`src/hdl/utf8_stream_decoder_assert.svh`:
```
// assertion macros for the decoder top level
`ifndef UTF8_STREAM_DECODER_ASSERT_SVH
`define UTF8_STREAM_DECODER_ASSERT_SVH

// same-cycle implication, checked out of reset
`define U8DEC_ASSERT_NOW(label, ante, cons, msg) \
  label: assert property (@(posedge clk) disable iff (!rst_n) (ante) |-> (cons)) \
    else $error(msg);

// next-cycle implication, checked out of reset
`define U8DEC_ASSERT_NEXT(label, ante, cons, msg) \
  label: assert property (@(posedge clk) disable iff (!rst_n) (ante) |=> (cons)) \
    else $error(msg);

`endif

```
`src/hdl/u8dec_pkg.sv`:
```
// ----------------------------------------------------------------------------
// u8dec_pkg
// Types and constants shared by the UTF-8 stream decoder modules.
// ----------------------------------------------------------------------------
package u8dec_pkg;

  localparam int BYTE_W  = 8;
  localparam int CP_W    = 21;
  localparam int LEN_W   = 3;
  localparam int BYTES_W = 32;

  // sequence lengths, also used as the open-sequence length
  localparam logic [LEN_W-1:0] LEN_NONE  = 3'd0;
  localparam logic [LEN_W-1:0] LEN_ONE   = 3'd1;
  localparam logic [LEN_W-1:0] LEN_TWO   = 3'd2;
  localparam logic [LEN_W-1:0] LEN_THREE = 3'd3;
  localparam logic [LEN_W-1:0] LEN_FOUR  = 3'd4;

  // byte prefixes
  localparam logic [1:0] PFX_CONT  = 2'b10;
  localparam logic [2:0] PFX_LEAD2 = 3'b110;
  localparam logic [3:0] PFX_LEAD3 = 4'b1110;
  localparam logic [4:0] PFX_LEAD4 = 5'b11110;

  // payload masks
  localparam logic [BYTE_W-1:0] LEAD2_MASK = 8'h1F;
  localparam logic [BYTE_W-1:0] LEAD3_MASK = 8'h0F;
  localparam logic [BYTE_W-1:0] LEAD4_MASK = 8'h07;
  localparam logic [BYTE_W-1:0] CONT_MASK  = 8'h3F;

  localparam int HELD_DEPTH = 3;

  typedef struct packed {
    logic [CP_W-1:0]    char_value;
    logic [LEN_W-1:0]   seq_length;
    logic [BYTES_W-1:0] seq_bytes;
  } result_t;

  typedef struct packed {
    logic    emit;
    result_t res;
  } core_out_t;

endpackage

```
`src/hdl/u8dec_core.sv`:
```
// ----------------------------------------------------------------------------
// u8dec_core
// Sequence state and per-byte decode step of the UTF-8 stream decoder.
// ----------------------------------------------------------------------------
module u8dec_core (
  input  logic                               clk,
  input  logic                               rst_n,
  input  logic [u8dec_pkg::BYTE_W-1:0]       data_byte,
  input  logic                               advance,
  output u8dec_pkg::core_out_t               core_out
);

  logic [u8dec_pkg::LEN_W-1:0]   exp_len_r, exp_len_nxt;
  logic [u8dec_pkg::LEN_W-1:0]   rcv_len_r, rcv_len_nxt;
  logic [u8dec_pkg::CP_W-1:0]    partial_r, partial_nxt;
  logic [u8dec_pkg::BYTE_W-1:0]  held_r [u8dec_pkg::HELD_DEPTH];
  logic [u8dec_pkg::BYTE_W-1:0]  held_nxt;
  logic                          held_we;
  logic [1:0]                    held_idx;
  logic [u8dec_pkg::CP_W-1:0]    shifted;
  logic [u8dec_pkg::LEN_W-1:0]   rcv_inc;
  logic [u8dec_pkg::BYTES_W-1:0] bytes;

  assign shifted = {partial_r[u8dec_pkg::CP_W-7:0], data_byte[5:0]};
  assign rcv_inc = rcv_len_r + u8dec_pkg::LEN_ONE;

  // gather held bytes of the open sequence plus the closing byte
  always_comb begin
    bytes = '0;
    for (int i = 0; i < u8dec_pkg::HELD_DEPTH; i++) begin
      if (u8dec_pkg::LEN_W'(i) < rcv_len_r) begin
        bytes[8*i +: 8] = held_r[i];
      end
      if (u8dec_pkg::LEN_W'(i + 1) == rcv_len_r) begin
        bytes[8*(i+1) +: 8] = data_byte;
      end
    end
  end

  always_comb begin
    exp_len_nxt = exp_len_r;
    rcv_len_nxt = rcv_len_r;
    partial_nxt = partial_r;
    held_we     = 1'b0;
    held_idx    = rcv_len_r[1:0];
    held_nxt    = data_byte;
    core_out    = '0;
    if (exp_len_r == u8dec_pkg::LEN_NONE) begin
      held_idx = 2'd0;
      priority if (data_byte[7] == 1'b0) begin
        core_out.emit           = 1'b1;
        core_out.res.char_value = u8dec_pkg::CP_W'(data_byte);
        core_out.res.seq_length = u8dec_pkg::LEN_ONE;
        core_out.res.seq_bytes  = u8dec_pkg::BYTES_W'(data_byte);
      end else if (data_byte[7:5] == u8dec_pkg::PFX_LEAD2) begin
        exp_len_nxt = u8dec_pkg::LEN_TWO;
        partial_nxt = u8dec_pkg::CP_W'(data_byte & u8dec_pkg::LEAD2_MASK);
        rcv_len_nxt = u8dec_pkg::LEN_ONE;
        held_we     = 1'b1;
      end else if (data_byte[7:4] == u8dec_pkg::PFX_LEAD3) begin
        exp_len_nxt = u8dec_pkg::LEN_THREE;
        partial_nxt = u8dec_pkg::CP_W'(data_byte & u8dec_pkg::LEAD3_MASK);
        rcv_len_nxt = u8dec_pkg::LEN_ONE;
        held_we     = 1'b1;
      end else if (data_byte[7:3] == u8dec_pkg::PFX_LEAD4) begin
        exp_len_nxt = u8dec_pkg::LEN_FOUR;
        partial_nxt = u8dec_pkg::CP_W'(data_byte & u8dec_pkg::LEAD4_MASK);
        rcv_len_nxt = u8dec_pkg::LEN_ONE;
        held_we     = 1'b1;
      end else begin
        // stray continuation or 11111xxx: dropped
      end
    end else if (data_byte[7:6] != u8dec_pkg::PFX_CONT) begin
      // broken sequence, drop it along with this byte
      exp_len_nxt = u8dec_pkg::LEN_NONE;
      rcv_len_nxt = u8dec_pkg::LEN_NONE;
      partial_nxt = '0;
    end else if (rcv_inc < exp_len_r) begin
      partial_nxt = shifted;
      rcv_len_nxt = rcv_inc;
      held_we     = 1'b1;
    end else begin
      core_out.emit           = 1'b1;
      core_out.res.char_value = shifted;
      core_out.res.seq_length = exp_len_r;
      core_out.res.seq_bytes  = bytes;
      exp_len_nxt = u8dec_pkg::LEN_NONE;
      rcv_len_nxt = u8dec_pkg::LEN_NONE;
      partial_nxt = '0;
    end
  end

  always_ff @(posedge clk) begin
    if (!rst_n) begin
      exp_len_r <= u8dec_pkg::LEN_NONE;
      rcv_len_r <= u8dec_pkg::LEN_NONE;
      partial_r <= '0;
    end else if (advance) begin
      exp_len_r <= exp_len_nxt;
      rcv_len_r <= rcv_len_nxt;
      partial_r <= partial_nxt;
    end
  end

  always_ff @(posedge clk) begin
    if (advance && held_we) begin
      held_r[held_idx] <= held_nxt;
    end
  end

endmodule

```
`src/hdl/utf8_stream_decoder.sv`:
```
// ----------------------------------------------------------------------------
// utf8_stream_decoder
// Frames a byte stream into UTF-8 sequences and decodes each complete one.
// ----------------------------------------------------------------------------
// Takes one byte per cycle and keeps doing so while results flow out freely.
// An accepted byte sits in an input register and is decoded on its way into
// the result register, so a result shows from the result register after the
// byte that completes its sequence. Bytes that give no result pass through
// even while a result waits; in_stall rises only when the input register
// holds a completing byte and the waiting result is stalled.
`include "utf8_stream_decoder_assert.svh"

module utf8_stream_decoder (
  input  logic                                clk,
  input  logic                                rst_n,
  input  logic                                in_valid,
  output logic                                in_stall,
  input  logic [u8dec_pkg::BYTE_W-1:0]        in_data_byte,
  output logic                                out_valid,
  input  logic                                out_stall,
  output logic [u8dec_pkg::CP_W-1:0]          out_char_value,
  output logic [u8dec_pkg::LEN_W-1:0]         out_seq_length,
  output logic [u8dec_pkg::BYTES_W-1:0]       out_seq_bytes
);

  logic                           s1_valid_r, s1_valid_nxt;
  logic [u8dec_pkg::BYTE_W-1:0]   s1_byte_r;
  logic                           out_valid_r, out_valid_nxt;
  u8dec_pkg::result_t             res_r;
  u8dec_pkg::core_out_t           core_out;
  logic                           accept;
  logic                           advance;
  logic                           out_blocked;
  logic                           len_ok;
  logic                           one_byte_ok;

  u8dec_core u_core (
    .clk       (clk),
    .rst_n     (rst_n),
    .data_byte (s1_byte_r),
    .advance   (advance),
    .core_out  (core_out)
  );

  // an item without a result never waits on the output side
  assign advance  = s1_valid_r && (!core_out.emit || !out_valid_r || !out_stall);
  assign in_stall = s1_valid_r && !advance;
  assign accept   = in_valid && !in_stall;

  always_comb begin
    s1_valid_nxt = s1_valid_r;
    if (accept) begin
      s1_valid_nxt = 1'b1;
    end else if (advance) begin
      s1_valid_nxt = 1'b0;
    end
    out_valid_nxt = out_valid_r;
    if (advance && core_out.emit) begin
      out_valid_nxt = 1'b1;
    end else if (!out_stall) begin
      out_valid_nxt = 1'b0;
    end
  end

  always_ff @(posedge clk) begin
    if (!rst_n) begin
      s1_valid_r  <= 1'b0;
      out_valid_r <= 1'b0;
    end else begin
      s1_valid_r  <= s1_valid_nxt;
      out_valid_r <= out_valid_nxt;
    end
  end

  always_ff @(posedge clk) begin
    if (accept) begin
      s1_byte_r <= in_data_byte;
    end
    if (advance && core_out.emit) begin
      res_r <= core_out.res;
    end
  end

  assign out_valid      = out_valid_r;
  assign out_char_value = res_r.char_value;
  assign out_seq_length = res_r.seq_length;
  assign out_seq_bytes  = res_r.seq_bytes;

  assign out_blocked = out_valid_r && out_stall;
  assign len_ok      = (out_seq_length >= u8dec_pkg::LEN_ONE) &&
                       (out_seq_length <= u8dec_pkg::LEN_FOUR);
  assign one_byte_ok = (out_seq_length != u8dec_pkg::LEN_ONE) ||
                       ((out_seq_bytes[31:7] == '0) &&
                        (out_char_value == u8dec_pkg::CP_W'(out_seq_bytes[7:0])));

  `U8DEC_ASSERT_NOW(a_len_range, out_valid, len_ok, "result length out of range")
  `U8DEC_ASSERT_NOW(a_ascii_form, out_valid, one_byte_ok, "single-byte result malformed")
  `U8DEC_ASSERT_NOW(a_stall_cause, in_stall, s1_valid_r && out_blocked, "stray input stall")
  `U8DEC_ASSERT_NEXT(a_out_hold, out_blocked, out_valid && $stable(res_r), "held result moved")

endmodule
```
`config.mk`:
```
export PLATFORM = sky130hd
export DESIGN_NAME = utf8_stream_decoder
export DESIGN_NICKNAME = d
export VERILOG_FILES = /design/src/hdl/u8dec_pkg.sv /design/src/hdl/u8dec_core.sv /design/src/hdl/utf8_stream_decoder.sv
export VERILOG_INCLUDE_DIRS = /design/src /design/src/hdl
export SDC_FILE = /design/constraint.sdc
export NUM_CORES = 1
export LEC_CHECK = 0
export BUFFER_PORTS_ARGS = -buffer_cell sky130_fd_sc_hd__buf_2
export CAP_MARGIN = 20
export CORE_AREA = 2 2 136 138
export CTS_BUF_LIST = sky130_fd_sc_hd__clkbuf_4
export CTS_CLUSTER_DIAMETER = 30
export DETAILED_ROUTE_END_ITERATION = 10
export DIE_AREA = 0 0 138 140
export PLACE_DENSITY = 0.48
export SKIP_LAST_GASP = 1
export SYNTH_ARGS = -nofsm -noshare
export SYNTH_HDL_FRONTEND = slang
export SYNTH_SLANG_ARGS = --single-unit
```
`constraint.sdc`:
```
create_clock -name clk -period 5.3 [get_ports clk]
set_input_delay 0.265 -clock clk [delete_from_list [all_inputs] [get_ports clk]]
set_output_delay 0.265 -clock clk [all_outputs]
set_load 0.005 [all_outputs]
```
# Word-level counts from Yosys, hierarchy flattened
# Memory sizes are Yosys's and may differ from the RTL's.
# Index checks and enable logic that the tools add are counted.
[word_totals] reg_bits=87 ramBits=24 input_bits=12 out_inout_bits=58 mem_count=1
[op_classes] n_addsub=1 n_lt_le_gt_ge=4 eq_ne=11 muxes=45 n_reduce_logical=16
[memory_table] memory="u_core.held_r" depth=3 width=8 read_ports=3 rd_ports_with_merged_regs=0 write_ports=1 line_no="u8dec_core.sv:16" rtl="logic [u8dec_pkg::BYTE_W-1:0] held_r [u8dec_pkg::HELD_DEPTH];"
[ops] cell="$mux W57" count=4
[ops] cell="$mux W15" count=7
[ops] cell="$mux W8" count=6
[ops] cell="$mux W3" count=14
[ops] cell="$mux W1" count=13
[ops] cell="$eq A2 B3 Y1 const A" count=2
[ops] cell="$lt A1 B3 Y1 const A" count=2
[ops] cell="$eq A5 B5 Y1 const B" count=1
[ops] cell="$logic_and A1 B1 Y1" count=5
[ops] cell="$logic_not A1 Y1" count=5
[ops] cell="$eq A4 B4 Y1 const B" count=1
[ops] cell="$ne A2 B2 Y1 const B" count=2
[ops] cell="$ne A4 B4 Y1 const B" count=1
[ops] cell="$reduce_and A4 Y1" count=1
[ops] cell="$add A3 B1 Y3 const B" count=1
[ops] cell="$eq A1 B3 Y1 const A" count=1
[ops] cell="$eq A3 B3 Y1 const B" count=1
[ops] cell="$logic_not A3 Y1" count=1
[ops] cell="$lt A2 B3 Y1 const A" count=1
[ops] cell="$lt A3 B3 Y1" count=1
[ops] cell="$ne A3 B1 Y1 const B" count=1
[ops] cell="$reduce_and A3 Y1" count=1
[ops] cell="$logic_or A1 B1 Y1" count=2
[ops] cell="$mux W2" count=1
[ops] cell="other kinds (2)" count=2

# Longest topological paths before layout
# Gate-level depths: netlist (run 1).
[logic_depth] word_depth=15 mapped_depth=12 mapped_depth_nobuf=9

# Cells and area by module
# A second synthesis (run 1) with hierarchy kept.
[unflattened] hier_cells=339 area_unflattened_um2=4409.2
[by_module_without_submodules] module="u8dec_core" instances=1 cells_per_inst=264 area_each_um2=2392.3 seq_area_each_um2=1141.1
[by_module_without_submodules] module="utf8_stream_decoder" instances=1 cells_per_inst=75 area_each_um2=2016.9 seq_area_each_um2=1961.9

# Worst setup path after synthesis (run 1)
# OpenSTA, ideal clock, no wires.
[synth_path] kind="reg2reg" from="reg u_core.rcv_len_r[2] (netlist bit)" to="reg res_r (netlist bit out_char_value[0]) (enable)" setup_ns=0.488 arrival_time_ns=4.434 required_ns=4.812 path_slack_ns=0.378 stages_incl_launch_ff=11 path_buffers=1 period_less_slack_ns=4.922 cell_sequence="dfxtp_1 clkbuf_1 inv_1 ha_1 inv_1 ha_1 nand2_1 o21ai_1 and2_4 o21ai_0 a21oi_1"
[synth_via] elab_chain_cells=10
[synth_lines] item="start, declared" line_no="u8dec_core.sv:14" rtl="logic [u8dec_pkg::LEN_W-1:0] rcv_len_r, rcv_len_nxt;"
[synth_lines] item="start signal, assigned" line_no="u8dec_core.sv:96" rtl="rcv_len_r <= u8dec_pkg::LEN_NONE;"
[synth_lines] item="start signal, assigned" line_no="u8dec_core.sv:100" rtl="rcv_len_r <= rcv_len_nxt;"
[synth_lines] item="$add A3 B1 Y3 *" line_no="u8dec_core.sv:25" rtl="assign rcv_inc = rcv_len_r + u8dec_pkg::LEN_ONE;"
[synth_lines] item="$lt A3 B3 Y1 *" line_no="u8dec_core.sv:78" rtl="end else if (rcv_inc < exp_len_r) begin"
[synth_lines] item="$mux W57 *" line_no="u8dec_core.sv:78"
[synth_lines] item="$mux W57 *" line_no="u8dec_core.sv:73" rtl="end else if (data_byte[7:6] != u8dec_pkg::PFX_CONT) begin"
[synth_lines] item="$mux W57 *" line_no="u8dec_core.sv:48" rtl="if (exp_len_r == u8dec_pkg::LEN_NONE) begin"
[synth_lines] item="$logic_not A1 Y1" line_no="utf8_stream_decoder.sv:46" rtl="assign advance = s1_valid_r && (!core_out.emit || !out_valid_r || !out_stall);"
[synth_lines] item="$logic_or A1 B1 Y1 (2 in a row)" line_no="utf8_stream_decoder.sv:46"
[synth_lines] item="$logic_and A1 B1 Y1" line_no="utf8_stream_decoder.sv:46"
[synth_lines] item="$logic_and A1 B1 Y1 *" line_no="utf8_stream_decoder.sv:79" rtl="if (advance && core_out.emit) begin"
[synth_lines] item="end signal, assigned" line_no="utf8_stream_decoder.sv:80" rtl="res_r <= core_out.res;"
[synth_lines] item="end, declared" line_no="utf8_stream_decoder.sv:29" rtl="u8dec_pkg::result_t res_r;"
# Mark *: on every way between the ends. The rest lies on a longest branch, timed or not.
# A chain may end at the register's enable or synchronous reset.

# Worst setup path in the final report (run 1)
[layout_path] from="reg u_core.rcv_len_r[0] (netlist bit)" to="out in_stall"
[layout_via] elab_chain_cells=11
[layout_lines] item="$add A3 B1 Y3" line_no="u8dec_core.sv:25"
[layout_lines] item="$lt A3 B3 Y1" line_no="u8dec_core.sv:78"
[layout_lines] item="$mux W57" line_no="u8dec_core.sv:78"
[layout_lines] item="$mux W57" line_no="u8dec_core.sv:73"
[layout_lines] item="$mux W57" line_no="u8dec_core.sv:48"
[layout_lines] item="$logic_not A1 Y1" line_no="utf8_stream_decoder.sv:46"
[layout_lines] item="$logic_or A1 B1 Y1 (2 in a row)" line_no="utf8_stream_decoder.sv:46"
[layout_lines] item="$logic_and A1 B1 Y1" line_no="utf8_stream_decoder.sv:46"
[layout_lines] item="$logic_not A1 Y1" line_no="utf8_stream_decoder.sv:47" rtl="assign in_stall = s1_valid_r && !advance;"
[layout_lines] item="$logic_and A1 B1 Y1" line_no="utf8_stream_decoder.sv:47"
[layout_lines] item="end, declared" line_no="utf8_stream_decoder.sv:17" rtl="output logic in_stall,"
# No other way between the ends.

==> impl_metrics.toml, run 1 <==
[clock_network]
cts_buffer_depth = 2
root_buffer = "clkbuf_4"
cts_tree = "built"
cts.sinks = 111
numCtsBuffers = 9
insertion_delay_ps = 460
cts_setup_buffers = 0
htreeDepth = 3
clk_pin_slew_ps = 160

[floorplanning]
num_rows = 49
ios = 70
coreArea_mm2 = 0.01778
chipWidth_um = 138
start_util_pct = 24.56
dieArea_mm2 = 0.01932
die-height_um = 140

[synth]
synth_area_leaders = "edfxtp_1 (61%), dfxtp_1 (11%), nand2_1 (4.2%), a21oi_1 (2.9%), mux2i_1 (2.8%)"
avgSynthCellArea_um2 = 13.07
yosysTopAreaCell = "edfxtp_1"
ys_seq_area_share_pct = 71.06
synth_nets = 351
synth_seq_cells = 111
yosysWarningCount = 0
netlist_area_mm2 = 0.004367
synth_top_area_share_pct = 60.52
synth_cell_types = 38
synthCells = 334

[critical_path]
worstPathRequired_ps = 5040
reg2reg_slack_ps = 1620
worstSetupPathType = "register to output port"
reg2regPathDepth = 11
r2r-start = "u_core.rcv_len_r[0]"
worst-path-max-fanout = 17
worstPathArrival_ps = 3620
rr_endpoint = "out_seq_bytes[13]"
endpoint = "in_stall"
critPathCaptureType = "output port"
start_kind = "register"
crit_start = "u_core.rcv_len_r[0]"

[timing]
fin_worst_skew_ps = 15.84
finalSetupTns_ps = 0
hold_viol_final = 0
post-route-period-util_pct = 73.21
min_period_ps = 3880
max_freq_ghz = 0.2577
relSlewSlack_pct = 51.59
grt_setup_unrepaired = "false"
setup_viol = 0
final_max_slew_viol_count = 0
timing.hold.ws_ps = 223.5
worst_pin_slew_ps = 723.5

[route]
post-route-drc-count = 0
routed_wl_um = 9742
ant_nets = 0
viasPerCell = 4.388
drt_iter0_drc = 241
wire_per_inst_um = 15.10
drt-pass1-iter-count = 4
vias = 2830

[global_routing]
gr-total-overflow = 0
first_global_vias = 2772
grt_max_degree = 41
grt_first_pass_wirelength_um = 15550
grt_usage_pct = 10.21
antenna_found_initial = 1

[power_and_ir_drop]
p_per_area_mw_per_mm2 = 276.3
p_leak_uw = 0.001806
max-vdd-ir-drop_v = 0.00009051

[job]
cap_violations = 0

[final_layout]
num-fill-cells = 1832
mostFrequentLayoutCells = "edfxtp_1 (88), buf_2 (69), nand2_1 (49), a21oi_1 (24), dfxtp_1 (23)"
layout_commonest_cell = "edfxtp_1"
drive_gt1_share_pct = 23.37
nets = 427
areaGrowthSynthToFinish_pct = 18.85
fin_cells = 645

[placement]
hpwl_um = 6620
routabilityCongestion = 0.7870
dp.cells = 617
port_buffers = 69

[worst_hold_path]
hold_class = "input pin to register"
hold_depth = 3

[status]
status = "complete, no violations"
[how the worst min path moves through the flow]
stage                         start                    to  slack (ps)
4_1_cts                   out_stall             out_valid         180
5_1_grt                   out_stall             out_valid         200
6_report                  out_stall             out_valid         220
3_5_place_dp        in_data_byte[3]          s1_byte_r[3]         440
3_3_place_gp   u_core.partial_r[10]  u_core.partial_r[10]         440
2_1_floorplan       in_data_byte[0]          s1_byte_r[0]         360
[Yosys cell counts, drive strengths merged]
master	instances
nand2b	2
o22ai	5
buf	6
a221oi	1
a31oi	1
mux2i	12
nor4	2
inv	7
o32ai	3
o21ai	13
a22o	8
nor3	1
nand3	20
or3	1
nor2b	7
nor2	11
o21a	1
edfxtp	88
clkbuf	13
nor3b	1
nand2	50
and3	15
nor4b	1
and2	9
conb	1
ha	5
dfxtp	23
a21oi	25
a21o	1
o31a	1
[cell type report]
class	count	area [um2]	area share, %
flip-flops and latches	111	3103	59.79
well taps	229	286.5	5.521
inverters	7	26.28	0.5063
diodes	1	2.502	0.04822
clock inverters	7	46.29	0.8920
repair buffers	84	493.0	9.499
clock buffers	9	67.56	1.302
multi-input cells	197	1165	22.44
[state kept, by name, indices dropped and copies added (netlist names)]
register	flops
u_core.rcv_len_r	3
out_valid	1
out_seq_bytes	32
s1_valid_r	1
u_core.partial_r	15
u_core.held_r	24
out_seq_length	3
out_char_value	21
s1_byte_r	8
u_core.exp_len_r	3
[per-stage QoR]
step / instance area, um2 / total power [uW] / setup slack, ps / utilization (%)
3_5_place_dp: 4969 / 1079 / 1211 / 27.95
5_1_grt: 5190 / 1498 / 1089 / 29.19
2_1_floorplan: 4367 / 1041 / 377.8 / -
6_report: 5190 / 1434 / 1420 / 29.19
4_1_cts: 5172 / 1451 / 848.3 / 29.09
3_3_place_gp: 4969 / 1078 / 1390 / 27.95
[routing by layer]
| metal | part of all wire (%) | global-route usage [%] |
|---|---|---|
| met1 | 48 | 13.69 |
| met2 | 45 | 15.58 |
| met3 | 5.3 | 3.145 |
| met4 | 1.5 | 3.813 |
| met5 | 0 | 0 |
[power breakdown]
part / internal, uW / switching [uW] / total, uW
combinational: 33.9 / 49.2 / 83.0
clock: 97.2 / 272 / 370
sequential: 961 / 20.7 / 981
total: 1090 / 342 / 1430
[cell families after synthesis]
logic type	synth area share [%]
buf+inv	2.665
mux	2.751
simple gates	13.75
fa+ha+maj	1.433
flops	71.06
other cells	0.08588
compound gates	8.253
[critical path: stages (launching register included)]
cell and delay, ps:
dfxtp_1 610, inv_1 170, ha_1 310, inv_1 60
ha_1 260, nand2_1 50, o21ai_1 390, buf_4 280
a21oi_1 210, nor3b_1 590, buf_2 230
[repair_timing]
action,4_1_cts,5_1_grt
gates resized for setup,0,0
hold buffers,9,0
hold endpoints to repair,9,0
No activity file was read; power rests on OpenSTA's default activity.
==> run 2: changes to the inputs <==
ABC_AREA = 1   (was default)
CORE_AREA = 2 2 137 139   (was 2 2 136 138)
DIE_AREA = 0 0 139 141   (was 0 0 138 140)
PLACE_DENSITY = 0.47   (was 0.48)
clock period = 3.6 ns   (was 5.3 ns; I/O delays follow)
==> run 2 against run 1 <==
Worst hold slack better by 210 ps. Non-clock buffer count is 1 higher. Clock skew increased by 1.7 ps. Sequential cell count unchanged. Wire length is 3.2% higher. Die area up 1.4%. Clock power is 73% higher.
==> impl_metrics.toml, run 2 <==
[timing]
min_period_ps = 2981
fin_worst_skew_ps = 17.56
worst_pin_slew_ps = 930.8
grt_setup_unrepaired = "false"
finalSetupTns_ps = 0
post-route-period-util_pct = 82.80
relSlewSlack_pct = 37.95
max_freq_ghz = 0.3355
final_max_slew_viol_count = 0
hold_viol_final = 0
setup_viol = 0

[worst_hold_path]
hold_depth = 2
hold_class = "input pin to register"

[clock_network]
numCtsBuffers = 9
clk_pin_slew_ps = 160
root_buffer = "clkbuf_4"
cts_tree = "built"
cts_buffer_depth = 2
postCtsResizedCells = 0
insertion_delay_ps = 450
cts.sinks = 111
htreeDepth = 3

[critical_path]
reg2regPathDepth = 12
slowest_stage = "dfxtp_1"
critPathCaptureType = "output port"
r2r-start = "u_core.rcv_len_r[1]"
crit_start = "u_core.rcv_len_r[1]"
cpMostUsedCell = "ha_1"
cpPeakStageDelay_ps = 660
endpoint = "in_stall"
worstPathRequired_ps = 3420
reg2reg_slack_ps = 630
rr_endpoint = "u_core.held_r[2][3]"
worstSetupPathType = "register to output port"
worstPathArrival_ps = 2800
worst-path-max-fanout = 15
cp_cell_sequence = "ha_1 > ha_1 > inv_1 > ha_1 > a21oi_2 > nand2_1 > nand2_4 > nand2_4 > nand3_1 > inv_1 > buf_2"
start_kind = "register"

[floorplanning]
start_util_pct = 24.53
dieArea_mm2 = 0.01960
chipWidth_um = 139
num_rows = 50
coreArea_mm2 = 0.01827
ios = 70
die-height_um = 141

[synth]
synth_ff_type = "edfxtp_1"
yosysTopAreaCell = "edfxtp_1"
synthCells = 391
ys_seq_area_share_pct = 69.24
yosysWarningCount = 0
synth_edf_count = 88
synth_cell_types = 30
synth_seq_cells = 111
synthArstFlopShare_pct = 0
yosysMostFrequentCell = "edfxtp_1"
avgSynthCellArea_um2 = 11.46
synth_top_area_share_pct = 58.96
synthTopCellsByCount = "edfxtp_1 (88), nor2_1 (68), inv_1 (40)"
synth_area_leaders = "edfxtp_1 (59%), dfxtp_1 (10%), nor2_1 (5.7%), o21ai_0 (3.7%), inv_1 (3.4%)"
synth_nets = 408
netlist_area_mm2 = 0.004482

[route]
ant_nets = 0
routed_wl_um = 10050
drt-pass1-iter-count = 5
wire_per_inst_um = 14.10
viasPerCell = 4.283
drt_iter0_drc = 178
post-route-drc-count = 0
vias = 3054

[placement]
routabilityCongestion = 0.8199
port_buffers = 69
placed_area_mm2 = 0.005094
hpwl_um = 7087

[global_routing]
gr-total-overflow = 0
grt_usage_pct = 10.44
grt_max_degree = 57
grt_first_pass_wirelength_um = 16040
first_global_vias = 3040
antenna_found_initial = 1

[final_layout]
multiInputGateArea_mm2 = 0.001136
largest_reg_flops = 32
drive_gt1_share_pct = 24.48
fin_area_mm2 = 0.005353
areaGrowthSynthToFinish_pct = 19.43
mostFrequentLayoutCells = "edfxtp_1 (88), buf_2 (69), nor2_1 (68), inv_1 (39), nand2_1 (34)"
seq_area_mm2 = 0.003103
nets = 490
num-fill-cells = 1897
layout_commonest_cell = "edfxtp_1"

[status]
status = "complete, no violations"

[job]
cap_violations = 0

[power_and_ir_drop]
max-vdd-ir-drop_v = 0.0001582
p_per_area_mw_per_mm2 = 446.8
p_leak_uw = 0.002089
-- run 2: critical path: cells and delay by family, from the launching register on --
family,cells,cell delay (ps)
fa+ha+maj,3,730
compound gates,1,210
buf+inv,3,240
simple gates,4,510
flops,1,660
-- run 2: logic make-up (layout without fill, tap and decap cells) --
group,after synthesis,after routing,synth area share (%)
AOI/OAI and AO/OA,67,67,8.068
buffers and inverters,58,145,5.416
and+or+nand+nor,149,149,15.80
other,1,2,0.08367
DFF,111,111,69.23
adders and majority gates,5,5,1.396
-- run 2: worst min-delay path by stage --
stage / start / end / slack [ps]
final: in_data_byte[6] / s1_byte_r[6] / 430
after global routing: in_data_byte[6] / s1_byte_r[6] / 400
after CTS: in_data_byte[5] / s1_byte_r[5] / 390
after detailed placement: in_data_byte[5] / s1_byte_r[5] / 360
after global placement: in_data_byte[3] / s1_byte_r[3] / 360
after floorplan: in_data_byte[0] / s1_byte_r[0] / 280
-- run 2: metal layers --
metal	global-route usage, %	vias to the layer above	routed length (um)
met3	2.514	19	528
met2	16.98	88	4665
met1	13.24	1450	4572
met4	4.732	0	284
met5	0	-	0
li1	-	1497	-
-- run 2: through the flow --
| stage | setup slack [ps] | power, uW | cells | utilization [%] | hold slack (ps) |
|---|---|---|---|---|---|
| 2_1_floorplan | 318.3 | 1684 | 391 | - | 278.9 |
| 3_3_place_gp | 728.4 | 1765 | 685 | 27.88 | 360.8 |
| 3_5_place_dp | 676.4 | 1771 | 685 | 27.88 | 358.3 |
| 4_1_cts | 581.3 | 2422 | 712 | 29.29 | 394.3 |
| 5_1_grt | 395.3 | 2510 | 713 | 29.30 | 403.8 |
| 6_report | 619.1 | 2391 | 713 | 29.30 | 432.8 |
-- run 2: layout make-up --
class | instances | area share [%]
Antenna cell | 1 | 0.04675
Multi-Input combinational cell | 222 | 21.22
Sequential cell | 111 | 57.97
Clock buffer | 9 | 1.262
Timing Repair Buffer | 85 | 9.444
Inverter | 44 | 3.109
Clock inverter | 7 | 1.473
Tap cell | 234 | 5.470
-- run 2: power by group --
group	internal [uW]	switching, uW
Combinational	88.3	189
Sequential	1440	35.6
Clock	222	420
Total	1750	644
-- run 2: timing repair --
action                     CTS  global route
setup endpoints to repair    0             0
hold endpoints to repair    13             0
buffers inserted             0             0
hold buffers                11             0
